**config.mk**
```make
export PLATFORM = sky130hd
export DESIGN_NAME = ascii_integer_parser
export DESIGN_NICKNAME = d
export VERILOG_FILES = /design/src/rtl/aip_pkg.sv /design/src/rtl/ascii_integer_parser.sv
export SDC_FILE = /design/constraint.sdc
export NUM_CORES = 2
export LEC_CHECK = 0
export BUFFER_PORTS_ARGS = -buffer_cell sky130_fd_sc_hd__buf_2
export CAP_MARGIN = 15
export CORE_ASPECT_RATIO = 0.7
export CORE_MARGIN = 4
export CORE_UTILIZATION = 45
export DETAILED_ROUTE_END_ITERATION = 10
export GPL_TIMING_DRIVEN = 0
export SYNTH_ARGS = -nofsm -noshare
export SYNTH_HDL_FRONTEND = slang
export SYNTH_SLANG_ARGS = --single-unit
export TNS_END_PERCENT = 1
```
**constraint.sdc**
```tcl
create_clock -name clk_i -period 14.7 [get_ports clk_i]
set_input_delay 0.735 -clock clk_i [delete_from_list [all_inputs] [get_ports clk_i]]
set_output_delay 0.735 -clock clk_i [all_outputs]
set_load 0.02 [all_outputs]
```
**src/rtl/aip_pkg.sv**
```systemverilog
// shared types, constants and digit decode for the ascii integer parser
`default_nettype none

package aip_pkg;

  localparam int unsigned OffsetBitsDef = 16;
  localparam int unsigned RadixW        = 6;
  localparam int unsigned ChW           = 8;
  localparam int unsigned ValueW        = 64;
  localparam int unsigned EndOffW       = 16;
  localparam int unsigned DigitW        = 7;
  localparam int unsigned ProdW         = ValueW + RadixW;
  localparam int unsigned OutDataW      = ValueW + EndOffW;
  localparam int unsigned OutUserW      = 2;
  localparam int unsigned ConvBit       = 0;
  localparam int unsigned OvfBit        = 1;

  localparam logic [DigitW-1:0] NoDigit  = 7'd99;
  localparam logic [DigitW-1:0] HexLimit = 7'd16;

  localparam logic [ValueW-1:0] Uint64Max = {ValueW{1'b1}};
  localparam logic [ValueW-1:0] Int64Max  = {1'b0, {(ValueW-1){1'b1}}};

  localparam logic [RadixW-1:0] BaseAuto = 6'd0;
  localparam logic [RadixW-1:0] Base8    = 6'd8;
  localparam logic [RadixW-1:0] Base10   = 6'd10;
  localparam logic [RadixW-1:0] Base16   = 6'd16;

  localparam logic [ChW-1:0] ChTab   = 8'h09;
  localparam logic [ChW-1:0] ChCr    = 8'h0D;
  localparam logic [ChW-1:0] ChSpace = 8'h20;
  localparam logic [ChW-1:0] ChPlus  = 8'h2B;
  localparam logic [ChW-1:0] ChMinus = 8'h2D;
  localparam logic [ChW-1:0] ChZero  = 8'h30;
  localparam logic [ChW-1:0] ChNine  = 8'h39;
  localparam logic [ChW-1:0] ChUpA   = 8'h41;
  localparam logic [ChW-1:0] ChUpX   = 8'h58;
  localparam logic [ChW-1:0] ChUpZ   = 8'h5A;
  localparam logic [ChW-1:0] ChLowA  = 8'h61;
  localparam logic [ChW-1:0] ChLowX  = 8'h78;
  localparam logic [ChW-1:0] ChLowZ  = 8'h7A;
  localparam logic [ChW-1:0] LetterBase = 8'd10;

  typedef enum logic [0:0] {
    RegRadix  = 1'b0,
    RegSigned = 1'b1
  } cfg_reg_e;

  typedef enum logic [5:0] {
    PhDone   = 6'b000001,
    PhSpace  = 6'b000010,
    PhSigned = 6'b000100,
    PhZero   = 6'b001000,
    PhPrefix = 6'b010000,
    PhDigits = 6'b100000
  } phase_e;

  function automatic logic [DigitW-1:0] digit_of(input logic [ChW-1:0] c);
    logic [DigitW-1:0] d;
    if (c >= ChZero && c <= ChNine) begin
      d = DigitW'(c - ChZero);
    end else if (c >= ChUpA && c <= ChUpZ) begin
      d = DigitW'(c - ChUpA + LetterBase);
    end else if (c >= ChLowA && c <= ChLowZ) begin
      d = DigitW'(c - ChLowA + LetterBase);
    end else begin
      d = NoDigit;
    end
    return d;
  endfunction

endpackage

`default_nettype wire

```
**src/rtl/ascii_integer_parser.sv**
```systemverilog
// ascii string to 64-bit integer parser, one byte per transfer
//
// s_axis carries one byte of a string in tdata, tuser marks the first byte
// of a new string. leading whitespace, an optional sign and an optional 0x
// prefix are taken, then digits of the configured radix (0 = auto base).
// the first byte that is not a digit, a nul or an overflowing digit ends the string and gives
// one result transfer on m_axis: value, end offset, converted and overflow.
// later bytes give nothing until the next first byte.
// cfg writes radix (index 0) and signed_flavour (index 1); cfg is always
// ready; the user must write it only while the parser is idle, the block does not enforce this.
// each byte is held in the input register; the digit step (one
// 64x6 multiply-add with overflow check) runs between that register and
// the result register. throughput is one byte per cycle unless a held result
// stalls the input, set by the single multiply-add stage.
// when the receiver stalls with a result held, the input register holds
// its byte and s_axis takes at most one more byte before tready falls.
// reset clears the parser to wait for a new string, radix 0, unsigned.
`default_nettype none

module ascii_integer_parser #(
  parameter int unsigned OFFSET_BITS = aip_pkg::OffsetBitsDef
) (
  input  wire logic                                 clk_i,
  input  wire logic                                 rst_ni,
  input  wire logic                                 cfg_valid_i,
  output      logic                                 cfg_ready_o,
  input  wire logic [0:0]                           cfg_index_i,
  input  wire logic [aip_pkg::RadixW-1:0]           cfg_data_i,
  input  wire logic                                 s_axis_tvalid,
  output      logic                                 s_axis_tready,
  input  wire logic [aip_pkg::ChW-1:0]              s_axis_tdata,  // ch
  input  wire logic [0:0]                           s_axis_tuser,  // first_char
  output      logic                                 m_axis_tvalid,
  input  wire logic                                 m_axis_tready,
  output      logic [aip_pkg::OutDataW-1:0]         m_axis_tdata,  // value, end_offset
  output      logic [aip_pkg::OutUserW-1:0]         m_axis_tuser   // converted, overflow
);

  localparam logic [OFFSET_BITS-1:0] PosMax = {OFFSET_BITS{1'b1}};

  // configuration
  logic [aip_pkg::RadixW-1:0] radix_q;
  logic                       signed_q;

  // input register
  logic                    in_valid_q;
  logic [aip_pkg::ChW-1:0] in_ch_q;
  logic                    in_first_q;

  // parse state
  aip_pkg::phase_e            phase_q, phase_d, ph_e;
  logic [aip_pkg::ValueW-1:0] acc_q, acc_d, acc_e;
  logic [aip_pkg::RadixW-1:0] base_q, base_d, base_e;
  logic                       neg_q, neg_d, neg_e;
  logic                       any_q, any_d, any_e;
  logic [OFFSET_BITS-1:0]     pos_q, pos_d, pos_e;

  // result register
  logic                        out_valid_q;
  logic [aip_pkg::ValueW-1:0]  out_value_q;
  logic [aip_pkg::EndOffW-1:0] out_off_q;
  logic                        out_conv_q;
  logic                        out_ovf_q;

  logic                        advance;
  logic                        emit;
  logic [aip_pkg::ValueW-1:0]  res_value;
  logic [OFFSET_BITS-1:0]      res_pos;
  logic [aip_pkg::EndOffW-1:0] res_off;
  logic                        res_conv;
  logic                        res_ovf;

  logic [aip_pkg::DigitW-1:0] digit;
  logic [aip_pkg::RadixW-1:0] first_base, take_base;
  logic [aip_pkg::ProdW-1:0]  prod;
  logic                       digit_ok, prod_ovf;
  logic                       is_space, is_sign, is_minus, is_x, radix_auto, zero_lead;
  logic                       use_digit;
  logic [OFFSET_BITS+aip_pkg::EndOffW-1:0] off_ext;

  assign cfg_ready_o   = 1'b1;
  assign advance       = in_valid_q && (!out_valid_q || m_axis_tready);
  assign s_axis_tready = !in_valid_q || advance;

  assign m_axis_tvalid = out_valid_q;
  assign m_axis_tdata  = {out_off_q, out_value_q};
  assign m_axis_tuser  = {out_ovf_q, out_conv_q};

  // byte classes
  assign digit      = aip_pkg::digit_of(in_ch_q);
  assign is_space   = (in_ch_q == aip_pkg::ChSpace) ||
                      (in_ch_q >= aip_pkg::ChTab && in_ch_q <= aip_pkg::ChCr);
  assign is_minus   = (in_ch_q == aip_pkg::ChMinus);
  assign is_sign    = (in_ch_q == aip_pkg::ChPlus) || is_minus;
  assign is_x       = (in_ch_q == aip_pkg::ChLowX) || (in_ch_q == aip_pkg::ChUpX);
  assign radix_auto = (radix_q == aip_pkg::BaseAuto);
  assign zero_lead  = (in_ch_q == aip_pkg::ChZero) &&
                      (radix_auto || radix_q == aip_pkg::Base16);
  assign first_base = radix_auto ? aip_pkg::Base10 : radix_q;

  // state as seen by this byte, a first byte restarts the string
  assign ph_e   = in_first_q ? aip_pkg::PhSpace : phase_q;
  assign acc_e  = in_first_q ? '0 : acc_q;
  assign base_e = in_first_q ? '0 : base_q;
  assign neg_e  = in_first_q ? 1'b0 : neg_q;
  assign any_e  = in_first_q ? 1'b0 : any_q;
  assign pos_e  = in_first_q ? '0 : pos_q;

  // digit step, overflow when the product leaves 64 bits
  assign take_base = (ph_e == aip_pkg::PhSpace || ph_e == aip_pkg::PhSigned) ?
                     first_base : base_e;
  assign digit_ok  = (take_base != '0) && (digit < {1'b0, take_base});
  assign prod      = aip_pkg::ProdW'(acc_e) * aip_pkg::ProdW'(take_base) +
                     aip_pkg::ProdW'(digit);
  assign prod_ovf  = |prod[aip_pkg::ProdW-1:aip_pkg::ValueW];

  always_comb begin
    phase_d   = ph_e;
    acc_d     = acc_e;
    base_d    = base_e;
    neg_d     = neg_e;
    any_d     = any_e;
    pos_d     = (pos_e != PosMax) ? pos_e + 1'b1 : pos_e;
    emit      = 1'b0;
    use_digit = 1'b0;
    res_value = '0;
    res_pos   = '0;
    res_conv  = 1'b0;
    res_ovf   = 1'b0;

    unique case (ph_e)
      aip_pkg::PhDone: begin
        pos_d = pos_e;
      end
      aip_pkg::PhSpace, aip_pkg::PhSigned: begin
        if (ph_e == aip_pkg::PhSpace && is_space) begin
          phase_d = aip_pkg::PhSpace;
        end else if (ph_e == aip_pkg::PhSpace && is_sign) begin
          neg_d   = is_minus;
          phase_d = aip_pkg::PhSigned;
        end else if (zero_lead) begin
          base_d  = radix_auto ? aip_pkg::Base8 : aip_pkg::Base16;
          acc_d   = '0;
          any_d   = 1'b1;
          phase_d = aip_pkg::PhZero;
        end else begin
          use_digit = 1'b1;
        end
      end
      aip_pkg::PhZero: begin
        if (is_x) begin
          base_d  = aip_pkg::Base16;
          phase_d = aip_pkg::PhPrefix;
        end else begin
          use_digit = 1'b1;
        end
      end
      aip_pkg::PhPrefix: begin
        if (digit < aip_pkg::HexLimit) begin
          acc_d   = aip_pkg::ValueW'(digit);
          phase_d = aip_pkg::PhDigits;
        end else begin
          // prefix with no hex digit converts the leading zero only
          emit     = 1'b1;
          phase_d  = aip_pkg::PhDone;
          res_pos  = (pos_e == PosMax) ? PosMax : pos_e - 1'b1;
          res_conv = 1'b1;
        end
      end
      aip_pkg::PhDigits: begin
        use_digit = 1'b1;
      end
      default: begin
        phase_d = aip_pkg::PhDone;
        pos_d   = pos_e;
      end
    endcase

    if (use_digit) begin
      base_d  = take_base;
      phase_d = aip_pkg::PhDigits;
      if (!digit_ok) begin
        emit      = 1'b1;
        phase_d   = aip_pkg::PhDone;
        res_value = any_e ? (neg_e ? (~acc_e + 1'b1) : acc_e) : '0;
        res_pos   = any_e ? pos_e : '0;
        res_conv  = any_e;
      end else if (prod_ovf) begin
        emit      = 1'b1;
        phase_d   = aip_pkg::PhDone;
        res_value = signed_q ? aip_pkg::Int64Max : aip_pkg::Uint64Max;
        res_conv  = 1'b1;
        res_ovf   = 1'b1;
      end else begin
        acc_d = prod[aip_pkg::ValueW-1:0];
        any_d = 1'b1;
      end
    end
  end

  assign off_ext = {{aip_pkg::EndOffW{1'b0}}, res_pos};
  assign res_off = off_ext[aip_pkg::EndOffW-1:0];

  always_ff @(posedge clk_i or negedge rst_ni) begin
    if (!rst_ni) begin
      radix_q  <= aip_pkg::BaseAuto;
      signed_q <= 1'b0;
    end else if (cfg_valid_i) begin
      unique case (aip_pkg::cfg_reg_e'(cfg_index_i))
        aip_pkg::RegRadix:  radix_q  <= cfg_data_i;
        aip_pkg::RegSigned: signed_q <= cfg_data_i[0];
        default: ;
      endcase
    end
  end

  always_ff @(posedge clk_i or negedge rst_ni) begin
    if (!rst_ni) begin
      in_valid_q <= 1'b0;
    end else if (s_axis_tready) begin
      in_valid_q <= s_axis_tvalid;
    end
  end

  always_ff @(posedge clk_i) begin
    if (s_axis_tready && s_axis_tvalid) begin
      in_ch_q    <= s_axis_tdata;
      in_first_q <= s_axis_tuser[0];
    end
  end

  always_ff @(posedge clk_i or negedge rst_ni) begin
    if (!rst_ni) begin
      phase_q <= aip_pkg::PhDone;
      acc_q   <= '0;
      base_q  <= '0;
      neg_q   <= 1'b0;
      any_q   <= 1'b0;
      pos_q   <= '0;
    end else if (advance) begin
      phase_q <= phase_d;
      acc_q   <= acc_d;
      base_q  <= base_d;
      neg_q   <= neg_d;
      any_q   <= any_d;
      pos_q   <= pos_d;
    end
  end

  always_ff @(posedge clk_i or negedge rst_ni) begin
    if (!rst_ni) begin
      out_valid_q <= 1'b0;
    end else if (advance && emit) begin
      out_valid_q <= 1'b1;
    end else if (m_axis_tready) begin
      out_valid_q <= 1'b0;
    end
  end

  always_ff @(posedge clk_i) begin
    if (advance && emit) begin
      out_value_q <= res_value;
      out_off_q   <= res_off;
      out_conv_q  <= res_conv;
      out_ovf_q   <= res_ovf;
    end
  end

  a_ovf_saturated: assert property (@(posedge clk_i) disable iff (!rst_ni)
    m_axis_tvalid && m_axis_tuser[aip_pkg::OvfBit] |->
      m_axis_tuser[aip_pkg::ConvBit] &&
      m_axis_tdata[aip_pkg::OutDataW-1:aip_pkg::ValueW] == '0)
    else $error("overflow result without converted flag or with nonzero offset");

  a_noconv_zero: assert property (@(posedge clk_i) disable iff (!rst_ni)
    m_axis_tvalid && !m_axis_tuser[aip_pkg::ConvBit] |->
      m_axis_tdata == '0 && !m_axis_tuser[aip_pkg::OvfBit])
    else $error("unconverted result with nonzero value or offset");

  a_stall_cause: assert property (@(posedge clk_i) disable iff (!rst_ni)
    !s_axis_tready |-> in_valid_q && out_valid_q && !m_axis_tready)
    else $error("input stalled without a blocked result");

  a_done_after_result: assert property (@(posedge clk_i) disable iff (!rst_ni)
    advance && emit |=> phase_q == aip_pkg::PhDone && out_valid_q)
    else $error("parser not done after giving a result");

endmodule

`default_nettype wire

```
==> results.toml <==
[cts]
cts.sinks = 194
htree_levels = 4
cts_tree = "done"
numCtsBuffers = 17
cts_buffer_depth = 2
clock_latency_ps = 480
ctsHoldBuffers = 0
cts-root-buf = "clkbuf_16"
ctsResizeCount = 0
clk_pin_slew_ps = 80
postCtsSetupBuffers = 0

[logic_synthesis]
ys.flop_type = "dfrtp_1"
seq_area_frac_synth = 0.231
synthArstFlopShare = 0.531
synth_top_area_share = 0.220
syn_nets = 2988
postSynthCellCount = 2553
yosys.area.top_type = "fa_1"
synth_area_um2 = 23000
synth_common_cells = "486 x nor2_1, 253 x fa_1, 234 x nand2_1"
synth_edf_count = 91
yosys_register_bits = 194
avgSynthCellArea_um2 = 9.01
yosysMostFrequentCell = "nor2_1"
yosysUniqueCellTypes = 99
synth_area_leaders = "fa_1 22%, edfxtp_1 12%, dfrtp_1 11%, ha_1 8.8%, nor2_1 7.9%"
yosys_warnings = 0

[final_layout]
diodes = 0
num-nets-final = 3119
drive_gt1_frac = 0.0923
fin_area_um2 = 25100
area_growth_pct = 9.24
fin_util = 0.496

[setup_path]
worst_ep_required_time_ps = 14820
timing_worst_setup_path_type = "reg2reg"
reg2reg_depth = 24
arrival_ps = 11070
worstSetupEndpointType = "register"
r2r_end = "out_value_q[23]$_SDFFCE_PN0P_"
reg2reg_slack_ps = 3740
r2r_start = "in_first_q$_DFFE_PP_"
start_kind = "register"
path_max_fanout = 10

[grt]
grt_pass1_wl_um = 122000
overflow = 0
grt_use_total = 0.290
grt_pass1_vias = 20300
grt_max_degree = 56
antenna_found_initial = 3

[place]
place_congestion = 0.946
dp_hpwl_um = 64300
place_area_um2 = 24500
preCtsSetupSlack_ps = 4060
port_buffers = 104

[sta]
clock.fmax_ghz = 0.0913
fin_crit_ps = 10960
rsz0062_at_grt = "no"
setup_ws_ps = 3740
fin_tns_setup_ps = 0
worst_pin_slew_ps = 1280
finalSetupViolCount = 0
final_hold_viol_count = 0
max-slew-margin-rel = 0.145
clock_skew_ps = 20.5
post-route-period-util = 0.745
slew_violations = 0

[worst_hold_path]
hold_path.class = "in2async"

[die]
die_x_um = 278
die_h_um = 197
dieArea_um2 = 54800
ioPinCount = 106
rows = 69
initial_utilization = 0.454
coreArea_um2 = 50700

[pwr]
power_leakage_nw = 12.0
powerDensity_nw_per_um2 = 69.9
total_power_w = 0.00175
ir_drop_v = 0.0000963

[routing]
vias_per_cell = 6.10
drc = 0
drt_iter0_drc = 2051
wire_per_inst_um = 23.5
routed_wl_um = 79300
dr.pass1.iters = 6
drtAntennaViolNets = 0
num_vias = 20600

[status]
outcome = "finished, final reports clean"

[job]
maxCapViolCount = 0
stage by stage:
step	hold WS (ps)	cells
global placement	466	3331
global route	330	3371
finish	286	3371
detailed placement	469	3339
CTS	304	3371
floorplan	439	2553
cells in the final DEF (no fill, tap or decap), types with 80 or more instances in the layout:
master,instances
buf_2,135
fa_1,253
a21oi_1,119
clkbuf_1,103
inv_1,80
edfxtp_1,91
ha_1,161
xor2_1,94
dfrtp_1,102
nor2_1,486
o21ai_0,163
nand2_1,234
registers in the layout (all words and copies together) (netlist names):
signal,count
in_first_q,1
phase_q,6
pos_q,16
out_ovf_q,1
out_conv_q,1
in_ch_q,8
neg_q,1
in_valid_q,1
radix_q,6
base_q,6
acc_q,64
any_q,1
out_off_q,16
out_value_q,64
signed_q,1
m_axis_tvalid,1
where the power goes:
| group | internal, W | switching [W] | leakage [nW] |
|---|---|---|---|
| clock network | 0.000228 | 0.000260 | 0.282 |
| registers | 0.000621 | 0.0000298 | 2.27 |
| logic | 0.000155 | 0.000461 | 9.43 |
| total | 0.00100 | 0.000751 | 12.0 |
worst max-delay path by stage:
stage | start | end | depth (start not counted)
after floorplan | phase_q[4]$_DFFE_PN0P_ | out_conv_q$_DFFE_PP_ | 27
after global placement | in_first_q$_DFFE_PP_ | out_value_q[23]$_SDFFCE_PN0P_ | 24
after detailed placement | in_first_q$_DFFE_PP_ | out_value_q[56]$_SDFFCE_PN0P_ | 25
after CTS | in_first_q$_DFFE_PP_ | out_value_q[56]$_SDFFCE_PN0P_ | 25
after global routing | in_first_q$_DFFE_PP_ | out_value_q[20]$_SDFFCE_PN0P_ | 25
final | in_first_q$_DFFE_PP_ | out_value_q[23]$_SDFFCE_PN0P_ | 24
final cells by class:
class	count	area, um2
fillers	4818	25600
multi-input cells	2119	16700
flip-flops and latches	194	5310
well taps	674	843
plain buffers	159	711
repair buffers	112	674
clock buffers	17	425
inverters	81	304
clock inverters	15	164
worst max-delay path: stages, from the launching register on:
cell and delay (ps):
edfxtp_1 560, clkbuf_1 400, clkinv_1 440, clkbuf_1 540, clkbuf_1 860, clkbuf_1 730
nand2_1 400, nor2_1 220, fa_1 460, fa_1 490, fa_1 600, inv_1 80
fa_1 510, inv_1 40, ha_1 230, a211o_1 330, o2111ai_1 320, a211oi_1 130
nor3_1 930, o31ai_1 270, mux2_2 320, o2111ai_2 250, o21bai_1 410, clkbuf_1 600
o21ai_0 430
metal layers:
layer,up-vias,GRT usage,wire [um]
met4,2,0.0752,1880
met5,-,0,13
met2,918,0.410,32400
li1,9152,-,-
met1,10400,0.446,37300
met3,108,0.0665,7670
cells by family (layout without fill, tap and decap cells):
family                   Yosys count  in the layout  synth area share
buffers and inverters            240            384            0.0441
flip-flops                       194            194             0.231
multiplexers                      23             23            0.0108
AO/OA/AOI/OAI                    556            556             0.161
adder cells (fa/ha/maj)          415            415             0.308
other                              1              1          0.000163
XOR/XNOR                         139            139            0.0529
AND/OR/NAND/NOR                  985            985             0.191
No activity file was read; power rests on OpenSTA's default activity.
